--- src/rtl/hps_pkg.sv ---
// hps_pkg: shared constants, register codes and structs of the heat plate stencil core
// no dependencies
`timescale 1ns / 1ps

package hps_pkg;

    localparam int MAX_COLUMNS = 1024;
    localparam int MAX_ROWS    = 1024;

    localparam int COL_W  = $clog2(MAX_COLUMNS);
    localparam int ROW_W  = $clog2(MAX_ROWS);
    localparam int LEN_W  = 11;
    localparam int VAL_W  = 15;
    localparam int WORD_W = VAL_W + 1;
    localparam int HOT_W  = 21;
    localparam int DIFF_W = 17;
    localparam int SUM_W  = VAL_W + 3;
    localparam int CFG_W  = 17;
    localparam int ADDR_W = 2;

    localparam logic [HOT_W-1:0] HOT_MAX = {HOT_W{1'b1}};

    // register indexes of the configuration port
    typedef enum logic [ADDR_W-1:0] {
        CFG_MODE          = 2'd0,
        CFG_ROW_LENGTH    = 2'd1,
        CFG_EPSILON_X4    = 2'd2,
        CFG_HOT_THRESHOLD = 2'd3
    } cfg_reg_t;

    localparam logic MODE_SWEEP = 1'b0;
    localparam logic MODE_CHECK = 1'b1;

    localparam logic [LEN_W-1:0]  ROW_LENGTH_RST    = LEN_W'(MAX_COLUMNS);
    localparam logic [DIFF_W-1:0] EPSILON_X4_RST    = DIFF_W'(102);
    localparam logic [VAL_W-1:0]  HOT_THRESHOLD_RST = VAL_W'(12800);

    // line store access for one beat
    typedef struct packed {
        logic              rd_wr_en;
        logic [COL_W-1:0]  col;
        logic [COL_W-1:0]  col_right;
        logic [WORD_W-1:0] wdata;
        logic              up_wr_en;
        logic [COL_W-1:0]  up_col;
    } store_req_t;

    // cell in flight between the input side and the stencil stage
    typedef struct packed {
        logic [VAL_W-1:0] value;
        logic [COL_W-1:0] col;
        logic             row0;
        logic             interior;
        logic             frame_end;
    } item_t;

    // frame summary reported on the last cell
    typedef struct packed {
        logic              valid;
        logic [HOT_W-1:0]  hot_count;
        logic [DIFF_W-1:0] max_diff_x4;
        logic              not_steady;
    } summary_t;

endpackage

--- src/rtl/hps_stencil_calc.sv ---
// hps_stencil_calc: five point update, deviation and hot tracking for one cell
// depends on hps_pkg
`timescale 1ns / 1ps

module hps_stencil_calc (
    input  hps_pkg::item_t              item,
    input  logic                        mode,
    input  logic [hps_pkg::DIFF_W-1:0]  epsilon_x4,
    input  logic [hps_pkg::VAL_W-1:0]   hot_threshold,
    input  logic [hps_pkg::WORD_W-1:0]  centre_word,
    input  logic [hps_pkg::WORD_W-1:0]  up_word,
    input  logic [hps_pkg::WORD_W-1:0]  right_word,
    input  logic [hps_pkg::WORD_W-1:0]  left_word,
    input  logic [hps_pkg::HOT_W-1:0]   hot_in,
    input  logic [hps_pkg::DIFF_W-1:0]  max_in,
    output logic [hps_pkg::VAL_W-1:0]   cell_out,
    output logic [hps_pkg::HOT_W-1:0]   hot_out,
    output logic [hps_pkg::DIFF_W-1:0]  max_out,
    output hps_pkg::summary_t           summary
);
    import hps_pkg::*;

    logic [VAL_W-1:0]  centre;
    logic              active;
    logic [DIFF_W-1:0] nb_sum;
    logic [DIFF_W-1:0] c4;
    logic [SUM_W-1:0]  total;
    logic [DIFF_W-1:0] diff;

    always_comb begin
        centre = centre_word[VAL_W-1:0];
        active = !item.row0 && item.interior && !centre_word[VAL_W];
        nb_sum = DIFF_W'(up_word[VAL_W-1:0]) + DIFF_W'(item.value)
               + DIFF_W'(left_word[VAL_W-1:0]) + DIFF_W'(right_word[VAL_W-1:0]);
        c4     = {centre, 2'b00};
        total  = SUM_W'(nb_sum) + SUM_W'(c4);
        diff   = (c4 >= nb_sum) ? (c4 - nb_sum) : (nb_sum - c4);

        if (item.row0) begin
            cell_out = item.value;
        end else if (active && mode == MODE_SWEEP) begin
            cell_out = total[SUM_W-1:3];
        end else begin
            cell_out = centre;
        end

        hot_out = hot_in;
        max_out = max_in;
        if (active && mode == MODE_CHECK) begin
            if (centre > hot_threshold && hot_in != HOT_MAX) begin
                hot_out = hot_in + HOT_W'(1);
            end
            if (diff > max_in) begin
                max_out = diff;
            end
        end

        summary = '0;
        if (item.frame_end && mode == MODE_CHECK) begin
            summary.valid       = 1'b1;
            summary.hot_count   = hot_out;
            summary.max_diff_x4 = max_out;
            summary.not_steady  = (max_out > epsilon_x4);
        end
    end

endmodule

--- config.mk ---
export PLATFORM = sky130hd
export DESIGN_NAME = hps_stencil_calc
export DESIGN_NICKNAME = d
export VERILOG_FILES = /design/src/rtl/hps_pkg.sv /design/src/rtl/hps_stencil_calc.sv
export SDC_FILE = /design/constraint.sdc
export NUM_CORES = 1
export LEC_CHECK = 0
export ABC_CLOCK_PERIOD_IN_PS = 34000
export CORE_UTILIZATION = 50
export DETAILED_ROUTE_END_ITERATION = 7
export DONT_BUFFER_PORTS = 1
export PLACE_DENSITY = 0.62
export SLEW_MARGIN = 30
export SYNTH_ARGS = -nofsm -noshare
export SYNTH_HDL_FRONTEND = slang
export SYNTH_SLANG_ARGS = --single-unit
--- constraint.sdc ---
create_clock -name vclk -period 34
set_clock_uncertainty 0.1 [all_clocks]
set_input_delay 6.8 -clock vclk [all_inputs]
set_output_delay 6.8 -clock vclk [all_outputs]
set_load 0.005 [all_outputs]
==> metrics.md, run 1 <==
| Metric | Value |
|---|---|
| Tmin final | `24.54 ns` |
| Total routing usage reported by global routing | `0.257` |
| Clk pwr share | `0` |
| Area of the die | `0.0130 mm^2` |
| Area fraction of the dominant cell type after synthesis | `0.220` |
| Required time of the critical path | `27.10 ns` |
| Number of antenna violations at the first check in global routing | `0` |
| Max frequency | `40.8 MHz` |
| CP max stage cell | `o41ai_1` |
| Class of the tightest hold or removal check | `input pin to output port` |
| Area of combinational cells with multiple inputs | `0.00546 mm^2` |
| First-pass GRT wire length | `27.4 mm` |
| Height of the die | `114 um` |
| RSZ-0062 raised after global routing | `false` |
| NumNets Final | `1,172` |
| Worst IR Drop VDD | `0.0326 mV` |
| Clock buffer count | `0` |
| Horizontal die dimension | `114 um` |
| Combined area of all synthesized cells | `0.00627 mm^2` |
| Commonest cells in the netlist | `inv_1 (177), ha_1 (110), nor2_1 (67), a21oi_1 (64), nand2_1 (49)` |
| Crit path largest cell delay | `0.70 ns` |
| Kind of critical path | `input pin to output port` |
| Result of the run | `completed` |
| Count of routing violations after the opening detailed-route iteration | `288` |
| Synth warn | `0` |
| Number of hold violations in the final report | `0` |
| Maximum number of pins on one net before global-route repair | `32` |
| TNS Setup | `0 ns` |
| Total of fill cells in the finished design | `1,269` |
| Storage element area | `0 um^2` |
| Half-perimeter wire length after placement | `15.1 mm` |
| Detailed Routing Iterations Pass 1 | `4` |
| Cell type group with the largest total delay on the critical path | `compound AO/OA/AOI/OAI gates` |
| Nets in the synthesized netlist | `1,197` |
| Fraction of final layout cells with drive strength greater than 1 | `0.0277` |
| Number of buffer cells added on primary ports | `0` |
| Effective utilization at floorplan | `0.517` |
| Library cell with the largest summed area after synthesis | `ha_1` |
| Number of maximum-capacitance violations | `0` |
| Final non-filler cell total | `1,033` |
| Power share of the combinational group | `1.000` |
| Cell depth of the worst setup path | `39` |
| DP Worst Slack | `9.65 ns` |
| Most frequently used cell type in the post-synthesis netlist | `inv_1` |
| Count of pins over their slew limit | `0` |
| Net load switching power | `330 uW` |
| DRC Markers | `0` |
| Worst slew margin relative to its limit | `0.410` |
| Sequential cells | `0` |
| Aggregate routed wire length | `17.3 mm` |
| Number of gates resized after CTS | `0` |
| Internal power of the cells | `217 uW` |
| Syn_area_per_cell | `7.02 um^2` |
| Measured slew at the worst slew-check pin | `0.863 ns` |
| Number of unique standard cell types used by synthesis | `71` |
| ANT cells | `0` |
| Leakage power total | `3.33 nW` |
| Antenna violation net count after detailed routing | `0` |
| Sort of element at the start of the critical path | `input pin` |
| Cts hold-fix bufs | `0` |
| Buf+Inv Stages, Crit Path | `6` |
| Wire length per cell | `16.8 um` |
| Vias after detailed routing | `5,933` |
| Layout Area Growth over Synthesis | `1.42%` |
| Gate count of the mapped netlist | `892` |
| Data arrival, critical path | `17.64 ns` |
| Number of global-route vias before repair | `5,742` |
| Vias/cell | `5.74` |
| Switching power as a share of total power | `0.603` |
| Top-Level Pins | `256` |
| Relative contribution of sequential cells to total power | `0` |
| Largest cells by area after synthesis | `ha_1 (22%), inv_1 (11%), fa_1 (10%), xnor2_1 (5.7%), a21oi_1 (5.1%)` |
| Post-route fraction of the period consumed by the critical path | `0.722` |
| Hold Path Stages | `1` |
| Crit path top cell by count | `inv_1` |
| Count of endpoints failing setup in the final report | `0` |
| Area of the core region | `0.0121 mm^2` |
| Worst Setup End Kind | `output port` |
| Placed cells | `1,033` |
| Portion of the post-synthesis area used by sequential elements | `0` |
| Placement row count | `40` |
| Number of setup buffers added after CTS | `0` |
| Routability congestion estimate | `0.825` |
| Worst setup margin | `9.46 ns` |
| Power density normalized to cell area | `86.1 mW/mm^2` |
| GRT overflow | `0` |
| Hold WS | `13.56 ns` |
| Largest fanout on the critical path | `27` |
## logic make-up (layout without fill, tap and decap cells)
| logic type | after synthesis | after routing | synth area share |
|---|---|---|---|
| xor gates and xnor gates | 57 | 57 | 0.0809 |
| AOI/OAI and AO/OA | 218 | 218 | 0.234 |
| buffers and inverters | 207 | 180 | 0.129 |
| muxes | 12 | 12 | 0.0210 |
| and+or+nand+nor | 256 | 256 | 0.213 |
| adders and majority gates | 142 | 142 | 0.322 |
## routing by layer
layer	up-vias	part of all wire	GRT usage
met5	-	0	0
met1	2776	0.46	0.334
li1	2969	-	-
met4	0	0.0091	0.0364
met3	12	0.045	0.0191
met2	176	0.49	0.471
## per-stage QoR
stage          power, mW  utilization  instance area [um^2]
2_1_floorplan      0.433            -                  6270
3_3_place_gp       0.532        0.524                  6350
3_5_place_dp       0.542        0.525                  6350
4_1_cts            0.546        0.525                  6350
5_1_grt            0.616        0.525                  6350
6_report           0.547        0.525                  6350
## placed cells by master, fill, tap and decap left out, types with 5 or more instances in the layout
cell type and count:
nor2_1 67, fa_1 32, xnor2_1 41, and2_1 27
o21ai_0 36, and3_1 10, or3_1 5, inv_1 177
ha_1 110, mux2_2 5, nand3_1 16, a21o_1 28
nand2b_1 10, o21bai_1 8, a21oi_1 64, xor2_1 15
mux2i_1 6, o41ai_1 6, a211oi_1 14, nand4_1 20
a221oi_1 10, a31oi_1 10, nand2_1 49, nor2b_1 12
nor3_1 10, o211ai_1 5, o21a_1 8
## final timing paths
check | from | slack [ns] | end
max | item[14] | 9.46 | summary[0]
min | hot_in[18] | 13.56 | hot_out[18]
## layout make-up
cell class / instances / area share
Timing Repair Buffer: 3 / 0.00354
Tap cell: 168 / 0.0331
Inverter: 177 / 0.105
Multi-Input combinational cell: 685 / 0.859
## power groups by stage
stage                     registers, mW  clock network, mW  logic, mW
after floorplan                       0                  0      0.433
after global placement                0                  0      0.532
after detailed placement              0                  0      0.542
after CTS                             0                  0      0.546
after global routing                  0                  0      0.616
final                                 0                  0      0.547
Note: power is estimated with default switching activity, not from simulation.
==> run 2, diff against run 1 <==
Settings changed: ABC_CLOCK_PERIOD_IN_PS 34000 to 21100, PLACE_DENSITY 0.62 to 0.65.
Clock period 34 ns to 21.1 ns, I/O delays scaled along.
==> run 2 against run 1 <==
Via count down 2.0%. Wire length down 7.4%. Final cell count did not move. Non-clock buffer count stayed put. Setup slack got worse by 7.4 ns. Sequential cell count unchanged. Die area did not move. Critical path type unchanged.
==> metrics.md, run 2 (synthesized netlist as in run 1, its figures left out) <==
| Metric | Value |
|---|---|
| Result of the run | `completed` |
| Post-route fraction of the period consumed by the critical path | `0.901` |
| Aggregate routed wire length | `16.1 mm (-7.4%)` |
| Number of antenna violations at the first check in global routing | `0 (unchanged)` |
| DRC Markers | `0 (unchanged)` |
| Number of setup buffers added after CTS | `0 (unchanged)` |
| Hold Path Stages | `1 (unchanged)` |
| Maximum number of pins on one net before global-route repair | `32 (unchanged)` |
| Launch instance of the worst min-delay path | `hot_in[18]` |
| Number of buffer cells added on primary ports | `0 (unchanged)` |
| Number of global-route vias before repair | `5,158 (-10%)` |
| Detailed Routing Iterations Pass 1 | `5 (+1)` |
| Placed cells | `1,033 (unchanged)` |
| Required time of the critical path | `16.78 ns (-10.32 ns)` |
| Power density normalized to cell area | `135 mW/mm^2 (+56%)` |
| DP Worst Slack | `2.01 ns (-7.65 ns)` |
| Leakage power total | `3.34 nW (about the same)` |
| Number of hold violations in the final report | `0 (unchanged)` |
| Max frequency | `52.6 MHz` |
| Total power after layout | `856 uW (+56%)` |
| Class of the tightest hold or removal check | `input pin to output port` |
| Worst setup margin | `2.09 ns (-7.38 ns)` |
| Share of the core filled with cells in the final layout | `0.525 (unchanged)` |
| Top-Level Pins | `256 (unchanged)` |
| Layout Area Growth over Synthesis | `1.42% (unchanged)` |
| Largest fanout on the critical path | `22 (-19%)` |
| Count of pins over their slew limit | `0 (unchanged)` |
| Cts hold-fix bufs | `0 (unchanged)` |
| Effective utilization at floorplan | `0.517 (unchanged)` |
| Worst IR Drop VDD | `0.0545 mV (+67%)` |
| Commonest cells after routing, fill and taps aside | `inv_1 (177), ha_1 (110), nor2_1 (67)` |
| Routability congestion estimate | `0.840 (+1.9%)` |
| Met1 Usage GRT | `0.317 (-0.0168)` |
| ANT cells | `0 (unchanged)` |
| Area of the core region | `0.0121 mm^2 (unchanged)` |
| Placement row count | `40 (unchanged)` |
| Crit path largest cell delay | `0.73 ns (+0.03 ns)` |
| Kind of critical path | `input pin to output port` |
| Vias/cell | `5.63 (-2.0%)` |
| Number of gates resized after CTS | `0 (unchanged)` |
| Worst slew margin relative to its limit | `0.416 (+0.00678)` |
| Sequential cells | `0 (unchanged)` |
| Measured slew at the worst slew-check pin | `0.853 ns (-0.00992 ns)` |
| Worst Setup End Kind | `output port` |
| Count of routing violations after the opening detailed-route iteration | `302 (+4.9%)` |
| Number of maximum-capacitance violations | `0 (unchanged)` |
| Horizontal die dimension | `114 um (unchanged)` |
| Grt met3 use | `0.0255 (+0.00638)` |
| CP max stage cell | `and2_1` |
| Wire length per cell | `15.5 um (-7.4%)` |
| Hold WS | `8.40 ns (-5.16 ns)` |
| Fraction of final layout cells with drive strength greater than 1 | `0.0277 (unchanged)` |
| Commonest non-fill, non-tap cell in the layout | `inv_1` |
| Post-route cell area | `0.00635 mm^2 (unchanged)` |
| Data arrival, critical path | `14.69 ns (-2.95 ns)` |
| Storage element area | `0 um^2 (unchanged)` |
| Half-perimeter wire length after placement | `14.0 mm (-7.0%)` |
| TNS Setup | `0 ns (unchanged)` |
| Tmin final | `19.01 ns` |
| Final non-filler cell total | `1,033 (unchanged)` |
| Cell area after placement | `0.00635 mm^2 (about the same)` |
| Crit path top cell by count | `inv_1` |
| GRT busiest layer | `met2` |
| Met2 capacity usage during global routing | `0.421 (-0.0493)` |
| GRT overflow | `0 (unchanged)` |
| Critical Path Start | `item[14]` |
| Total routing usage reported by global routing | `0.234 (-0.0223)` |
| RSZ-0062 raised after global routing | `false` |
| Height of the die | `114 um (unchanged)` |
| Sort of element at the start of the critical path | `input pin` |
| NumNets Final | `1,172 (unchanged)` |
| Antenna violation net count after detailed routing | `0 (unchanged)` |
| Count of endpoints failing setup in the final report | `0 (unchanged)` |
| Clock buffer count | `0 (unchanged)` |
| Vias after detailed routing | `5,813 (-2.0%)` |
| First-pass GRT wire length | `25.0 mm (-8.6%)` |
| Area of the die | `0.0130 mm^2 (unchanged)` |
## run 2: cell types whose count changed in the layout (fill, tap and decap cells not counted)
cell    delta
and2_0     -1
and2_1     +1
## run 2: final timing paths
| path | to | slack [ns] |
|---|---|---|
| worst max-delay path | summary[0] | 2.09 |
| worst min-delay path | hot_out[18] | 8.40 |
## run 2: worst max-delay path, delay by kind of cell
family / cells / cell delay (ns)
AND/OR/NAND/NOR: 7 / 2.58
adder cells (fa/ha/maj): 7 / 2.47
XOR/XNOR: 2 / 0.45
buffers and inverters: 6 / 0.73
multiplexers: 2 / 0.71
AO/OA/AOI/OAI: 15 / 3.52
## run 2: final cells by class
| class | instances | area (um^2) |
|---|---|---|
| Multi-Input combinational cell | 685 | 5460 |
| Timing Repair Buffer | 3 | 22.5 |
| Tap cell | 168 | 210 |
| Fill cell | 1284 | 5760 |
| Inverter | 177 | 664 |
## run 2: report_power, final
part	internal (mW)	leakage, nW	total (mW)	switching, mW
sequential	0	0	0	0
combinational	0.348	3.34	0.856	0.508
clock	0	0	0	0
## run 2: per-layer routing
layer | wire length (um) | part of all wire
met1 | 7540 | 0.47
met2 | 7410 | 0.46
met3 | 1030 | 0.064
met4 | 68 | 0.0042
met5 | 0 | 0
